$ cat src/mmt_pkg.sv
// Shared types, codes and character tables for the maximal munch tokenizer.
package mmt_pkg;

    // Position counter and field widths
    localparam int POSITION_BITS = 16;
    localparam int START_W       = 16;
    localparam int LEN_W         = 16;
    localparam int KIND_W        = 5;
    localparam int CLS_W         = 4;
    localparam int MODE_W        = 4;

    localparam logic [LEN_W-1:0] LEN_MAX = {LEN_W{1'b1}};

    // Depth of the queue between front and back, and of the result queue
    localparam int MID_DEPTH = 4;
    localparam int MID_IDX_W = $clog2(MID_DEPTH);
    localparam int MID_CNT_W = $clog2(MID_DEPTH + 1);
    localparam int OUT_DEPTH = 4;
    localparam int OUT_IDX_W = $clog2(OUT_DEPTH);
    localparam int OUT_CNT_W = $clog2(OUT_DEPTH + 1);

    // Character classes
    localparam logic [CLS_W-1:0] CLS_SPACE  = 4'd0;
    localparam logic [CLS_W-1:0] CLS_DIGIT  = 4'd1;
    localparam logic [CLS_W-1:0] CLS_LETTER = 4'd2;
    localparam logic [CLS_W-1:0] CLS_UNDER  = 4'd3;
    localparam logic [CLS_W-1:0] CLS_EQ     = 4'd4;
    localparam logic [CLS_W-1:0] CLS_MINUS  = 4'd5;
    localparam logic [CLS_W-1:0] CLS_SLASH  = 4'd6;
    localparam logic [CLS_W-1:0] CLS_GT     = 4'd7;
    localparam logic [CLS_W-1:0] CLS_SINGLE = 4'd8;

    // Token kinds
    localparam logic [KIND_W-1:0] KIND_SPACE      = 5'd0;
    localparam logic [KIND_W-1:0] KIND_COMMENT    = 5'd1;
    localparam logic [KIND_W-1:0] KIND_ASSIGN     = 5'd2;
    localparam logic [KIND_W-1:0] KIND_EQUALITY   = 5'd3;
    localparam logic [KIND_W-1:0] KIND_PLUS       = 5'd4;
    localparam logic [KIND_W-1:0] KIND_MINUS      = 5'd5;
    localparam logic [KIND_W-1:0] KIND_MOVE       = 5'd6;
    localparam logic [KIND_W-1:0] KIND_MOVE_UNDER = 5'd7;
    localparam logic [KIND_W-1:0] KIND_TIMES      = 5'd8;
    localparam logic [KIND_W-1:0] KIND_DIVIDE     = 5'd9;
    localparam logic [KIND_W-1:0] KIND_CUT        = 5'd10;
    localparam logic [KIND_W-1:0] KIND_CUT_UNDER  = 5'd11;
    localparam logic [KIND_W-1:0] KIND_LT         = 5'd12;
    localparam logic [KIND_W-1:0] KIND_GT         = 5'd13;
    localparam logic [KIND_W-1:0] KIND_OPEN       = 5'd14;
    localparam logic [KIND_W-1:0] KIND_CLOSE      = 5'd15;
    localparam logic [KIND_W-1:0] KIND_DQUOTE     = 5'd16;
    localparam logic [KIND_W-1:0] KIND_COMMA      = 5'd17;
    localparam logic [KIND_W-1:0] KIND_DOT        = 5'd18;
    localparam logic [KIND_W-1:0] KIND_UNKNOWN    = 5'd19;
    localparam logic [KIND_W-1:0] KIND_NUMBER     = 5'd20;
    localparam logic [KIND_W-1:0] KIND_NAME       = 5'd21;

    // Lexer modes
    localparam logic [MODE_W-1:0] M_IDLE   = 4'd0;
    localparam logic [MODE_W-1:0] M_SPACE  = 4'd1;
    localparam logic [MODE_W-1:0] M_NUMBER = 4'd2;
    localparam logic [MODE_W-1:0] M_NAME   = 4'd3;
    localparam logic [MODE_W-1:0] M_EQ     = 4'd4;
    localparam logic [MODE_W-1:0] M_MINUS  = 4'd5;
    localparam logic [MODE_W-1:0] M_MOVE   = 4'd6;
    localparam logic [MODE_W-1:0] M_SLASH  = 4'd7;
    localparam logic [MODE_W-1:0] M_CUT    = 4'd8;

    // Input beat
    typedef struct packed {
        logic [7:0] text_byte;
        logic       end_of_text;
    } mmt_in_t;

    // Result beat
    typedef struct packed {
        logic [KIND_W-1:0]  token_kind;
        logic [START_W-1:0] token_start;
        logic [LEN_W-1:0]   token_length;
        logic               is_operator;
        logic [7:0]         unknown_byte;
        logic               last_of_run;
    } mmt_token_t;

    // Classified byte passed from front to back
    typedef struct packed {
        logic [CLS_W-1:0]         cls;
        logic [KIND_W-1:0]        kind;
        logic [7:0]               text_byte;
        logic                     end_of_text;
        logic [POSITION_BITS-1:0] at;
    } mmt_item_t;

    // Result write group from lexer to result queue
    typedef struct packed {
        logic [1:0] count;
        mmt_token_t first;
        mmt_token_t second;
    } mmt_wr_t;

    function automatic logic [CLS_W-1:0] classify(input logic [7:0] c);
        logic [CLS_W-1:0] cls;
        cls = CLS_SINGLE;
        if (c == 8'h20)                                   cls = CLS_SPACE;
        else if (c >= 8'h30 && c <= 8'h39)                cls = CLS_DIGIT;
        else if ((c >= 8'h61 && c <= 8'h7A) ||
                 (c >= 8'h41 && c <= 8'h5A))              cls = CLS_LETTER;
        else if (c == 8'h5F)                              cls = CLS_UNDER;
        else if (c == 8'h3D)                              cls = CLS_EQ;
        else if (c == 8'h2D)                              cls = CLS_MINUS;
        else if (c == 8'h2F)                              cls = CLS_SLASH;
        else if (c == 8'h3E)                              cls = CLS_GT;
        return cls;
    endfunction

    // Kind of a byte that stands alone as a one-byte token
    function automatic logic [KIND_W-1:0] single_kind(input logic [7:0] c);
        logic [KIND_W-1:0] k;
        case (c)
            8'h23:   k = KIND_COMMENT;
            8'h2B:   k = KIND_PLUS;
            8'h2A:   k = KIND_TIMES;
            8'h3C:   k = KIND_LT;
            8'h3E:   k = KIND_GT;
            8'h28:   k = KIND_OPEN;
            8'h29:   k = KIND_CLOSE;
            8'h22:   k = KIND_DQUOTE;
            8'h2C:   k = KIND_COMMA;
            8'h2E:   k = KIND_DOT;
            default: k = KIND_UNKNOWN;
        endcase
        return k;
    endfunction

    function automatic logic [KIND_W-1:0] pending_kind(input logic [MODE_W-1:0] m);
        logic [KIND_W-1:0] k;
        case (m)
            M_SPACE:  k = KIND_SPACE;
            M_NUMBER: k = KIND_NUMBER;
            M_NAME:   k = KIND_NAME;
            M_EQ:     k = KIND_ASSIGN;
            M_MINUS:  k = KIND_MINUS;
            M_MOVE:   k = KIND_MOVE;
            M_SLASH:  k = KIND_DIVIDE;
            M_CUT:    k = KIND_CUT;
            default:  k = KIND_SPACE;
        endcase
        return k;
    endfunction

    function automatic mmt_token_t make_token(
        input logic [KIND_W-1:0]        kind,
        input logic [POSITION_BITS-1:0] start,
        input logic [LEN_W-1:0]         len,
        input logic [7:0]               unk
    );
        mmt_token_t t;
        t.token_kind   = kind;
        t.token_start  = START_W'(start);
        t.token_length = len;
        t.is_operator  = (kind == KIND_DIVIDE) || (kind == KIND_PLUS) ||
                         (kind == KIND_MINUS) || (kind == KIND_TIMES) ||
                         (kind == KIND_EQUALITY);
        t.unknown_byte = unk;
        t.last_of_run  = 1'b0;
        return t;
    endfunction

endpackage

$ cat src/mmt_front.sv
// Front stage: takes input beats, classifies the byte and tags its position.
module mmt_front (
    input  logic              clk,
    input  logic              rst_n,
    input  logic              push,
    input  mmt_pkg::mmt_in_t  item,
    output logic              full,
    output logic              st_valid,
    output mmt_pkg::mmt_item_t st_item,
    input  logic              mid_full
);

    logic                              valid_reg;
    logic                              valid_next;
    mmt_pkg::mmt_item_t                item_reg;
    logic [mmt_pkg::POSITION_BITS-1:0] pos_reg;
    logic [mmt_pkg::POSITION_BITS-1:0] pos_next;
    logic                              accept;
    logic                              drain;

    // Stage drains into the queue whenever the queue has room
    assign drain  = valid_reg && !mid_full;
    assign full   = valid_reg && mid_full;
    assign accept = push && !full;

    assign st_valid = valid_reg;
    assign st_item  = item_reg;

    always_comb
    begin
        valid_next = valid_reg;
        if (drain)
        begin
            valid_next = 1'b0;
        end
        if (accept)
        begin
            valid_next = 1'b1;
        end
    end

    // Restart position on end of text, otherwise advance with wrap
    always_comb
    begin
        pos_next = pos_reg;
        if (accept)
        begin
            if (item.end_of_text)
            begin
                pos_next = '0;
            end
            else
            begin
                pos_next = pos_reg + mmt_pkg::POSITION_BITS'(1);
            end
        end
    end

    always_ff @(posedge clk or negedge rst_n)
    begin
        if (!rst_n)
        begin
            valid_reg <= 1'b0;
            pos_reg   <= '0;
        end
        else
        begin
            valid_reg <= valid_next;
            pos_reg   <= pos_next;
        end
    end

    // Capture classified beat
    always_ff @(posedge clk)
    begin
        if (accept)
        begin
            item_reg.cls         <= mmt_pkg::classify(item.text_byte);
            item_reg.kind        <= mmt_pkg::single_kind(item.text_byte);
            item_reg.text_byte   <= item.text_byte;
            item_reg.end_of_text <= item.end_of_text;
            item_reg.at          <= pos_reg;
        end
    end

endmodule

$ cat src/mmt_fifo.sv
// Short queue of classified bytes between the front and the lexer.
module mmt_fifo (
    input  logic               clk,
    input  logic               rst_n,
    input  logic               wr_en,
    input  mmt_pkg::mmt_item_t wr_item,
    output logic               is_full,
    input  logic               rd_en,
    output logic               rd_valid,
    output mmt_pkg::mmt_item_t rd_item
);

    mmt_pkg::mmt_item_t                  entry_reg [mmt_pkg::MID_DEPTH];
    logic [mmt_pkg::MID_IDX_W-1:0]       wp_reg;
    logic [mmt_pkg::MID_IDX_W-1:0]       wp_next;
    logic [mmt_pkg::MID_IDX_W-1:0]       rp_reg;
    logic [mmt_pkg::MID_IDX_W-1:0]       rp_next;
    logic [mmt_pkg::MID_CNT_W-1:0]       count_reg;
    logic [mmt_pkg::MID_CNT_W-1:0]       count_next;
    logic                                do_wr;
    logic                                do_rd;

    assign is_full  = (count_reg == mmt_pkg::MID_CNT_W'(mmt_pkg::MID_DEPTH));
    assign rd_valid = (count_reg != '0);
    assign rd_item  = entry_reg[rp_reg];
    assign do_wr    = wr_en && !is_full;
    assign do_rd    = rd_en && rd_valid;

    // Advance pointers and occupancy
    always_comb
    begin
        wp_next    = do_wr ? wp_reg + mmt_pkg::MID_IDX_W'(1) : wp_reg;
        rp_next    = do_rd ? rp_reg + mmt_pkg::MID_IDX_W'(1) : rp_reg;
        count_next = count_reg + mmt_pkg::MID_CNT_W'(do_wr) - mmt_pkg::MID_CNT_W'(do_rd);
    end

    always_ff @(posedge clk or negedge rst_n)
    begin
        if (!rst_n)
        begin
            wp_reg    <= '0;
            rp_reg    <= '0;
            count_reg <= '0;
        end
        else
        begin
            wp_reg    <= wp_next;
            rp_reg    <= rp_next;
            count_reg <= count_next;
        end
    end

    always_ff @(posedge clk)
    begin
        if (do_wr)
        begin
            entry_reg[wp_reg] <= wr_item;
        end
    end

    a_count_bound: assert property (@(posedge clk) disable iff (!rst_n)
        count_reg <= mmt_pkg::MID_CNT_W'(mmt_pkg::MID_DEPTH))
        else $error("mid queue overfilled");

    a_no_wr_when_full: assert property (@(posedge clk) disable iff (!rst_n)
        is_full && !do_rd |=> is_full)
        else $error("mid queue lost an entry while full");

endmodule

$ cat src/mmt_back.sv
// Lexer: runs the longest-match mode machine and forms up to two tokens per byte.
module mmt_back (
    input  logic               clk,
    input  logic               rst_n,
    input  logic               in_valid,
    input  mmt_pkg::mmt_item_t in_item,
    output logic               take,
    input  logic               room,
    output mmt_pkg::mmt_wr_t   wr
);

    logic [mmt_pkg::MODE_W-1:0]        mode_reg;
    logic [mmt_pkg::MODE_W-1:0]        mode_next;
    logic [mmt_pkg::POSITION_BITS-1:0] start_reg;
    logic [mmt_pkg::POSITION_BITS-1:0] start_next;
    logic [mmt_pkg::LEN_W-1:0]         len_reg;
    logic [mmt_pkg::LEN_W-1:0]         len_next;

    logic               taken;
    logic               grow;
    logic               e1_valid;
    logic               e2_valid;
    logic               e3_valid;
    mmt_pkg::mmt_token_t e1;
    mmt_pkg::mmt_token_t e2;
    mmt_pkg::mmt_token_t e3;
    logic [1:0]          n;

    assign take = in_valid && room;

    // Step the mode machine for the byte at the head of the queue
    always_comb
    begin
        mode_next  = mode_reg;
        start_next = start_reg;
        len_next   = len_reg;
        taken      = 1'b0;
        grow       = 1'b0;
        e1_valid   = 1'b0;
        e2_valid   = 1'b0;
        e3_valid   = 1'b0;
        e1 = mmt_pkg::make_token(mmt_pkg::KIND_SPACE, start_reg, len_reg, 8'd0);
        e2 = e1;
        e3 = e1;

        case (mode_reg)
            mmt_pkg::M_IDLE:
            begin
                mode_next = mmt_pkg::M_IDLE;
            end
            mmt_pkg::M_SPACE:
            begin
                grow = (in_item.cls == mmt_pkg::CLS_SPACE);
            end
            mmt_pkg::M_NUMBER:
            begin
                grow = (in_item.cls == mmt_pkg::CLS_DIGIT);
            end
            mmt_pkg::M_NAME:
            begin
                grow = (in_item.cls == mmt_pkg::CLS_LETTER) ||
                       (in_item.cls == mmt_pkg::CLS_DIGIT) ||
                       (in_item.cls == mmt_pkg::CLS_UNDER);
            end
            mmt_pkg::M_EQ:
            begin
                if (in_item.cls == mmt_pkg::CLS_EQ)
                begin
                    taken     = 1'b1;
                    e1_valid  = 1'b1;
                    e1 = mmt_pkg::make_token(mmt_pkg::KIND_EQUALITY, start_reg,
                                             mmt_pkg::LEN_W'(2), 8'd0);
                    mode_next = mmt_pkg::M_IDLE;
                end
            end
            mmt_pkg::M_MINUS:
            begin
                if (in_item.cls == mmt_pkg::CLS_GT)
                begin
                    taken     = 1'b1;
                    mode_next = mmt_pkg::M_MOVE;
                    len_next  = mmt_pkg::LEN_W'(2);
                end
            end
            mmt_pkg::M_SLASH:
            begin
                if (in_item.cls == mmt_pkg::CLS_GT)
                begin
                    taken     = 1'b1;
                    mode_next = mmt_pkg::M_CUT;
                    len_next  = mmt_pkg::LEN_W'(2);
                end
            end
            mmt_pkg::M_MOVE, mmt_pkg::M_CUT:
            begin
                if (in_item.cls == mmt_pkg::CLS_UNDER)
                begin
                    taken    = 1'b1;
                    e1_valid = 1'b1;
                    e1 = mmt_pkg::make_token(
                        (mode_reg == mmt_pkg::M_MOVE) ? mmt_pkg::KIND_MOVE_UNDER
                                                      : mmt_pkg::KIND_CUT_UNDER,
                        start_reg, mmt_pkg::LEN_W'(3), 8'd0);
                    mode_next = mmt_pkg::M_IDLE;
                end
            end
            default:
            begin
                mode_next = mmt_pkg::M_IDLE;
            end
        endcase

        // Extend the pending run, holding at the saturation limit
        if (grow)
        begin
            taken = 1'b1;
            if (len_reg != mmt_pkg::LEN_MAX)
            begin
                len_next = len_reg + mmt_pkg::LEN_W'(1);
            end
        end

        // Close the pending token, then start a new one or emit a single
        if (!taken)
        begin
            if (mode_next != mmt_pkg::M_IDLE)
            begin
                e1_valid = 1'b1;
                e1 = mmt_pkg::make_token(mmt_pkg::pending_kind(mode_next),
                                         start_next, len_next, 8'd0);
            end
            start_next = in_item.at;
            len_next   = mmt_pkg::LEN_W'(1);
            case (in_item.cls)
                mmt_pkg::CLS_SPACE:  mode_next = mmt_pkg::M_SPACE;
                mmt_pkg::CLS_DIGIT:  mode_next = mmt_pkg::M_NUMBER;
                mmt_pkg::CLS_LETTER: mode_next = mmt_pkg::M_NAME;
                mmt_pkg::CLS_EQ:     mode_next = mmt_pkg::M_EQ;
                mmt_pkg::CLS_MINUS:  mode_next = mmt_pkg::M_MINUS;
                mmt_pkg::CLS_SLASH:  mode_next = mmt_pkg::M_SLASH;
                default:
                begin
                    mode_next  = mmt_pkg::M_IDLE;
                    start_next = start_reg;
                    len_next   = len_reg;
                    e2_valid   = 1'b1;
                    e2 = mmt_pkg::make_token(
                        in_item.kind, in_item.at, mmt_pkg::LEN_W'(1),
                        (in_item.kind == mmt_pkg::KIND_UNKNOWN) ? in_item.text_byte : 8'd0);
                end
            endcase
        end

        // Flush on the last byte of a text
        if (in_item.end_of_text)
        begin
            if (mode_next != mmt_pkg::M_IDLE)
            begin
                e3_valid = 1'b1;
                e3 = mmt_pkg::make_token(mmt_pkg::pending_kind(mode_next),
                                         start_next, len_next, 8'd0);
            end
            mode_next  = mmt_pkg::M_IDLE;
            start_next = '0;
            len_next   = '0;
        end
    end

    // Pack the tokens in order and mark the last one
    always_comb
    begin
        n = 2'(e1_valid) + 2'(e2_valid) + 2'(e3_valid);
        wr.first  = e1_valid ? e1 : (e2_valid ? e2 : e3);
        wr.second = (e1_valid && e2_valid) ? e2 : e3;
        wr.first.last_of_run  = (n == 2'd1);
        wr.second.last_of_run = 1'b1;
        wr.count = take ? n : 2'd0;
    end

    always_ff @(posedge clk or negedge rst_n)
    begin
        if (!rst_n)
        begin
            mode_reg <= mmt_pkg::M_IDLE;
        end
        else if (take)
        begin
            mode_reg <= mode_next;
        end
    end

    always_ff @(posedge clk)
    begin
        if (take)
        begin
            start_reg <= start_next;
            len_reg   <= len_next;
        end
    end

    a_eot_idle: assert property (@(posedge clk) disable iff (!rst_n)
        take && in_item.end_of_text |=> mode_reg == mmt_pkg::M_IDLE)
        else $error("lexer not idle after end of text");

    a_two_max: assert property (@(posedge clk) disable iff (!rst_n)
        !(e1_valid && e2_valid && e3_valid))
        else $error("lexer formed three tokens for one byte");

endmodule

$ cat src/mmt_outq.sv
// Result queue: takes up to two tokens per cycle, releases one per pop.
module mmt_outq (
    input  logic                clk,
    input  logic                rst_n,
    input  mmt_pkg::mmt_wr_t    wr,
    output logic                room,
    input  logic                pop,
    output logic                empty,
    output mmt_pkg::mmt_token_t token
);

    mmt_pkg::mmt_token_t           entry_reg [mmt_pkg::OUT_DEPTH];
    logic [mmt_pkg::OUT_IDX_W-1:0] wp_reg;
    logic [mmt_pkg::OUT_IDX_W-1:0] wp_next;
    logic [mmt_pkg::OUT_IDX_W-1:0] wp_plus1;
    logic [mmt_pkg::OUT_IDX_W-1:0] rp_reg;
    logic [mmt_pkg::OUT_IDX_W-1:0] rp_next;
    logic [mmt_pkg::OUT_CNT_W-1:0] count_reg;
    logic [mmt_pkg::OUT_CNT_W-1:0] count_next;
    logic                          do_rd;

    // Room for a full two-token write
    assign room     = (count_reg <= mmt_pkg::OUT_CNT_W'(mmt_pkg::OUT_DEPTH - 2));
    assign empty    = (count_reg == '0);
    assign token    = entry_reg[rp_reg];
    assign do_rd    = pop && !empty;
    assign wp_plus1 = wp_reg + mmt_pkg::OUT_IDX_W'(1);

    always_comb
    begin
        wp_next    = wp_reg + mmt_pkg::OUT_IDX_W'(wr.count);
        rp_next    = do_rd ? rp_reg + mmt_pkg::OUT_IDX_W'(1) : rp_reg;
        count_next = count_reg + mmt_pkg::OUT_CNT_W'(wr.count)
                     - mmt_pkg::OUT_CNT_W'(do_rd);
    end

    always_ff @(posedge clk or negedge rst_n)
    begin
        if (!rst_n)
        begin
            wp_reg    <= '0;
            rp_reg    <= '0;
            count_reg <= '0;
        end
        else
        begin
            wp_reg    <= wp_next;
            rp_reg    <= rp_next;
            count_reg <= count_next;
        end
    end

    // Write one or two tokens at consecutive slots
    always_ff @(posedge clk)
    begin
        if (wr.count != 2'd0)
        begin
            entry_reg[wp_reg] <= wr.first;
        end
        if (wr.count == 2'd2)
        begin
            entry_reg[wp_plus1] <= wr.second;
        end
    end

    a_count_bound: assert property (@(posedge clk) disable iff (!rst_n)
        count_reg <= mmt_pkg::OUT_CNT_W'(mmt_pkg::OUT_DEPTH))
        else $error("result queue overfilled");

    a_write_fits: assert property (@(posedge clk) disable iff (!rst_n)
        wr.count != 2'd0 |-> room)
        else $error("result write without room");

endmodule

$ cat src/maximal_munch_tokenizer_top.sv
// Path: an accepted byte is registered in the front stage, written to the mid queue, then lexed into the result queue.
// Throughput: one byte per cycle while the mid queue and the result queue have room; tokens leave one
// per pop, so a byte that closes a pending token and emits another leaves two tokens to pop.
// Reset (rst_n low, asynchronous) empties both queues, idles the lexer and zeroes the
// byte position.
// Top level of the maximal munch tokenizer.
module maximal_munch_tokenizer_top (
    input  logic                clk,
    input  logic                rst_n,
    input  logic                push,
    input  mmt_pkg::mmt_in_t    item,
    output logic                full,
    input  logic                pop,
    output logic                empty,
    output mmt_pkg::mmt_token_t token
);

    logic               st_valid;
    mmt_pkg::mmt_item_t st_item;
    logic               mid_full;
    logic               mid_valid;
    mmt_pkg::mmt_item_t mid_item;
    logic               take;
    logic               room;
    mmt_pkg::mmt_wr_t   wr;

    mmt_front u_front (
        .clk      (clk),
        .rst_n    (rst_n),
        .push     (push),
        .item     (item),
        .full     (full),
        .st_valid (st_valid),
        .st_item  (st_item),
        .mid_full (mid_full)
    );

    mmt_fifo u_fifo (
        .clk      (clk),
        .rst_n    (rst_n),
        .wr_en    (st_valid),
        .wr_item  (st_item),
        .is_full  (mid_full),
        .rd_en    (take),
        .rd_valid (mid_valid),
        .rd_item  (mid_item)
    );

    mmt_back u_back (
        .clk      (clk),
        .rst_n    (rst_n),
        .in_valid (mid_valid),
        .in_item  (mid_item),
        .take     (take),
        .room     (room),
        .wr       (wr)
    );

    mmt_outq u_outq (
        .clk   (clk),
        .rst_n (rst_n),
        .wr    (wr),
        .room  (room),
        .pop   (pop),
        .empty (empty),
        .token (token)
    );

endmodule

$ cat config.mk
export PLATFORM = sky130hd
export DESIGN_NAME = maximal_munch_tokenizer_top
export DESIGN_NICKNAME = d
export VERILOG_FILES = /design/src/mmt_pkg.sv /design/src/mmt_front.sv /design/src/mmt_fifo.sv /design/src/mmt_back.sv /design/src/mmt_outq.sv /design/src/maximal_munch_tokenizer_top.sv
export SDC_FILE = /design/constraint.sdc
export NUM_CORES = 1
export LEC_CHECK = 0
export ABC_AREA = 1
export BUFFER_PORTS_ARGS = -buffer_cell sky130_fd_sc_hd__buf_2
export CELL_PAD_IN_SITES_DETAIL_PLACEMENT = 1
export CELL_PAD_IN_SITES_GLOBAL_PLACEMENT = 1
export CORE_MARGIN = 1.5
export CORE_UTILIZATION = 35
export DETAILED_ROUTE_END_ITERATION = 8
export PLACE_DENSITY = 0.66
export SYNTH_ARGS = -nofsm -noshare
export SYNTH_HDL_FRONTEND = slang
export SYNTH_HIERARCHICAL = 1
export SYNTH_SLANG_ARGS = --single-unit
export TNS_END_PERCENT = 1
$ cat constraint.sdc
create_clock -name clk -period 11.4 [get_ports clk]
set_input_delay 1.71 -clock clk [delete_from_list [all_inputs] [get_ports clk]]
set_output_delay 1.71 -clock clk [all_outputs]
set_load 0.05 [all_outputs]
* After elaboration in Yosys (flattened, before gate mapping)
Memories as Yosys holds them, arrays and structs flattened.
Cells that the tools add are included.
** Cells by class
- Add/subtract/negate cells :: 13
- Multipliers :: 0
- Div/mod/pow operators :: 0
- Order comparisons :: 7
- Equal/unequal tests :: 55
- Shift-type cells :: 0
- Muxes and demuxes :: 65
- Bitwise operators :: 0
- Reductions and logical operators :: 46
** Operators by type and width (count)
- 2-to-1 mux 47 bit :: 10
- 2-to-1 mux 16 bit :: 9
- equality test 8 x 6 -> 1 bit (second input constant) :: 14
- case mux 47 bit (2 select lines) :: 1
- case mux 5 bit (10 select lines) :: 1
- 2-to-1 mux 44 bit :: 1
- equality test 5 x 3 -> 1 bit (second input constant) :: 8
- equality test 5 x 4 -> 1 bit (second input constant) :: 8
- adder 16 x 1 -> 16 bit (second input constant) :: 2
- equality test 4 x 3 -> 1 bit (second input constant) :: 8
- 2-to-1 mux 4 bit :: 8
- equality test 5 x 2 -> 1 bit (second input constant) :: 4
- 2-to-1 mux 5 bit :: 4
- case mux 4 bit (5 select lines) :: 1
- logical OR 1 bit :: 19
- 2-to-1 mux 1 bit :: 19
- case mux 3 bit (6 select lines) :: 1
- equality test 4 x 2 -> 1 bit (second input constant) :: 4
- greater-or-equal comparator 8 x 7 -> 1 bit (second input constant) :: 2
- less-or-equal comparator 8 x 7 -> 1 bit (second input constant) :: 2
- != test 16 bit (second input constant) :: 1
- logical AND 1 bit :: 10
- 2-to-1 mux 3 bit :: 3
- adder 2 x 1 -> 2 bit (second input constant) :: 4
- 31 further kinds :: 42
** Word-level totals
- Register bits after elaboration :: 101
- Bits in latches :: 0
- Bits in writable memories :: 324
- ROM bits :: 160
- Bits of input ports :: 13
- Output and inout bits :: 49
- Logic and storage cells :: 209
- Memories kept :: 4
** Memories
- u_outq.entry_reg :: words 4, width 47, read ports 1, clocked after memory_dff 0, wr ports 2, RTL line mmt_outq.sv:12 : mmt_pkg::mmt_token_t entry_reg [mmt_pkg::OUT_DEPTH];
- u_fifo.entry_reg :: words 4, width 34, read ports 1, clocked after memory_dff 0, wr ports 1, RTL line mmt_fifo.sv:13 : mmt_pkg::mmt_item_t entry_reg [mmt_pkg::MID_DEPTH];
- (name not given) :: words 16, width 5, read ports 1, clocked after memory_dff 0, wr ports 0, RTL line mmt_pkg.sv:136 : case (m)
- (name not given) :: words 16, width 5, read ports 1, clocked after memory_dff 0, wr ports 0, RTL line mmt_pkg.sv:136

* Longest topological paths before layout
An unclocked memory read counts as a cell.
- Depth after elaboration :: 19
- Mapped depth :: 32
- Depth with buffers taken out :: 27

* By module
Netlist, hierarchy kept.
** Modules (own cells, without submodules)
- mmt_outq :: times used 1, cells each 1285, area each 10334.9 sq um, seq. area each 5820.6 sq um
- mmt_fifo :: times used 1, cells each 489, area each 5753.0 sq um, seq. area each 4259.1 sq um
- mmt_back :: times used 1, cells each 852, area each 4785.8 sq um, seq. area each 1061.0 sq um
- mmt_front :: times used 1, cells each 246, area each 2313.5 sq um, seq. area each 1446.4 sq um

* Worst setup path before layout
OpenSTA, ideal clock, no wires.
- Path type :: reg-to-reg
- From :: reg u_fifo/rp_reg[0] (netlist bit)
- To :: mem u_outq/entry_reg[0][0] (netlist bit) (enable)
- Library setup time :: 576 ps
- Data arrival time :: 4700 ps
- Data required time :: 10824 ps
- Slack :: 6124 ps
- Cell stages (with the launch flop) :: 27
- Path buffers :: 6
- Clock period less this slack :: 5276 ps
- Cell sequence :: dfrtp_1 buf_6 buf_4 o21ai_0 nand2_1 nand2_1 inv_1 nand2_1 nor2_1 nand2_1 nand3_2 nor2_4 buf_4 o21ai_0 nand2_1 inv_1 ha_1 nand3_2 nand2_4 buf_2 fa_1 nor2_1 inv_1 nand4_1 buf_2 clkbuf_1 nand2_1
** RTL lines
- start: declaration :: RTL line mmt_fifo.sv:16 : logic [mmt_pkg::MID_IDX_W-1:0] rp_reg;
- start signal: assignment :: RTL line mmt_fifo.sv:48 : rp_reg <= rp_next;
- end: declaration :: RTL line mmt_outq.sv:12

==> metrics <==
synth warn 6; critical path class flop to flop; Area Growth Syn to Fin 11.1%; drc violations 0; Synth Area in Compound Gates 7.43%; ranking of synthesized cells by area edfxtp_1 51%, nand2_1 17%, nand3_1 5.2%; worst-margin pin slew 1.19 ns; Setup violations, final 0; clock sink total 425; # port buffers 61; share of cells above drive strength 1 about 7.9%; post-synth top area share between 50% and 60%; Top FF cell, synth edfxtp_1; post-DP HPWL 47900 um; CP Data Required Time approximately 12 ns; Synth Area in XOR/XNOR less than 1%; sequential share of the synthesized area 54.3%; Max Slew Vio Count 0; largest net degree at the start of global routing 96; post-synthesis cell area between 20000 and 25000 um^2; 1st-pass router iterations 5; post-layout minimum cycle time 7.87 ns; antenna violations before repair 0; Resize count post-CTS 0; max cap viols 0; clk_skew 0.0351 ns; worst hold slack between 0.4 and 0.5 ns; post-synthesis simple-gate area fraction 29.4%; GRT Resource Usage Total 21.6%; worst r2r src u_fifo/rp_reg[0]; TritonCTS buffer count 49; ant diodes 0; Core Region 65600 um^2; die width 260 um; Initial DRC Count 978; status finished, final reports clean; Final WS setup 3.53 ns; Post CTS Setup Buffer Count 0; first-pass GRT wire length approximately 110000 um; Root Driver clkbuf_16; Crit path arrival time 8.12 ns; routed wire length 72800 um; max reg flops 188; most common cell in the netlist nand2_1; worst slack, placed about 3.4 ns; GRT Residual Overflow 0; Mapped Avg Cell Area about 8.1 um^2; hold wc startpoint u_outq/rp_reg[1]; Post-synth EDFFs 390; Ports 62; fin util 39.2%; Die ar. 67800 um^2; Max transition margin approximately a fifth; Post-synth ARST share 8.24%; vias in the first global route 19995; Std-Cell Rows 94; Worst R2R Setup Slack 3.53 ns; Hold EP u_outq/rp_reg[1]; Net Count, Synth 2905; Clk Latency, worst-skew pair 0.60 ns; multiplexer area fraction after synthesis 0%; number of hold buffers added after CTS 0; Syn Inst Count 2872; Synth Area in Adders under 10%; Cell variety after synth 45; Starting Density 35.3%; largest family of logic cells by synthesized area simple AND/OR/NAND/NOR gates; TNS Setup 0 ns; startpoint class of the critical path flop; cell taking the most area after synthesis edfxtp_1; Max Clk Rate between 100 and 150 MHz; Wirelength per Cell between 15 and 20 um; Post-synth top cells 1038 x nand2_1, 390 x edfxtp_1, 322 x nor2_1; Reg2Reg Capture Point u_outq/entry_reg[3][19]; GP Congestion 0.846; post-route clock period utilization 69.1%; Yosys reg bits 425; R2R cell count 25; Hold Path Class flop to flop; worst-path fanout max 64; vias per std cell approximately 5; H-tree depth 2; WHS Path Cells 2; DR vias roughly 19000; Die Y 260 um; nets 2894; Worst-path clk slew approximately 0.060 ns; CTS tree built; remaining antenna violation count 0; unrepaired setup endpoints after global routing no; maximum clock path buffer count 3; final hold violations 0; CP Capture Type flop
==> per-layer routing <==
metal	vias to the layer above	part of all wire [%]	global-route usage, %
li1	9325	-	-
met1	9641	47	29.7
met2	346	47	36.4
met3	94	3.7	2.31
met4	0	1.8	5.56
met5	-	0	0
==> worst max-delay path: stages, from the launching register on <==
cell      delay (ns)
dfrtp_2         0.54
inv_2           0.54
o21ai_0         0.19
nand2_1         0.18
inv_1           0.09
nand2_1         0.09
nor2_1          0.06
nand2_1         0.10
nand3_4         0.28
inv_2           0.25
nand2_1         0.45
nand2_1         0.18
nand2_1         0.14
inv_1           0.12
ha_1            0.19
nand3_2         0.11
nand2_4         0.31
fa_1            0.50
nor2_1          0.22
inv_1           0.12
nand2_1         0.15
clkinv_2        0.70
nand2_1         1.01
buf_4           0.48
nand2_2         0.08
buf_4           0.34
==> worst max path at each step <==
| stage | endpoint | start | depth (start not counted) |
|---|---|---|---|
| 3_3_place_gp | u_outq/entry_reg[3][18] | u_fifo/rp_reg[0] | 25 |
| 5_1_grt | u_outq/entry_reg[3][21] | u_fifo/rp_reg[0] | 25 |
| 3_5_place_dp | u_outq/entry_reg[3][16] | u_fifo/rp_reg[0] | 25 |
| 2_1_floorplan | u_outq/entry_reg[0][0] | u_fifo/rp_reg[0] | 26 |
| 4_1_cts | u_outq/entry_reg[3][19] | u_fifo/rp_reg[0] | 25 |
| 6_report | u_outq/entry_reg[3][19] | u_fifo/rp_reg[0] | 25 |
==> cell usage in the layout, fill, tap and decap left out, types with 6 or more instances in the layout <==
cell type and n:
clkinv_1 8, clkbuf_1 10, o21ai_1 67, buf_4 25, inv_1 239, nor2_1 316
nor2_4 10, ha_1 17, xor2_1 7, clkbuf_8 6, clkbuf_16 51, a21oi_1 65
nor3_1 14, o22ai_1 7, clkinv_2 7, buf_2 61, inv_2 21, nand3_1 243
nand2_2 11, o21ai_0 184, dfrtp_1 33, edfxtp_1 390, nand2_1 1034, nand4_1 11
==> per-stage QoR <==
step | cell area [um^2] | cells
final | 25800 | 3765
after global routing | 25800 | 3765
after CTS | 25800 | 3765
after detailed placement | 24100 | 3674
after global placement | 24100 | 3674
after floorplan | 23200 | 2872
==> kinds of logic (layout without fill, tap and decap cells) <==
| kind of cell | Yosys count | in the layout |
|---|---|---|
| XOR/XNOR | 9 | 9 |
| AO/OA/AOI/OAI | 336 | 336 |
| adder cells (fa/ha/maj) | 20 | 20 |
| other | 1 | 1 |
| flip-flops | 425 | 425 |
| AND/OR/NAND/NOR | 1669 | 1669 |
| buffers and inverters | 412 | 441 |
==> area by class of cell <==
class / instances / area [um^2]
multi-input cells: 2035 / 8950
clock inverters: 24 / 239
repair buffers: 86 / 493
well taps: 864 / 1080
fillers: 7867 / 39900
inverters: 264 / 997
clock buffers: 67 / 1400
flip-flops and latches: 425 / 12600
Power is not shown: default switching activity piles up to over one toggle a cycle in this logic, so the estimate is an artifact.
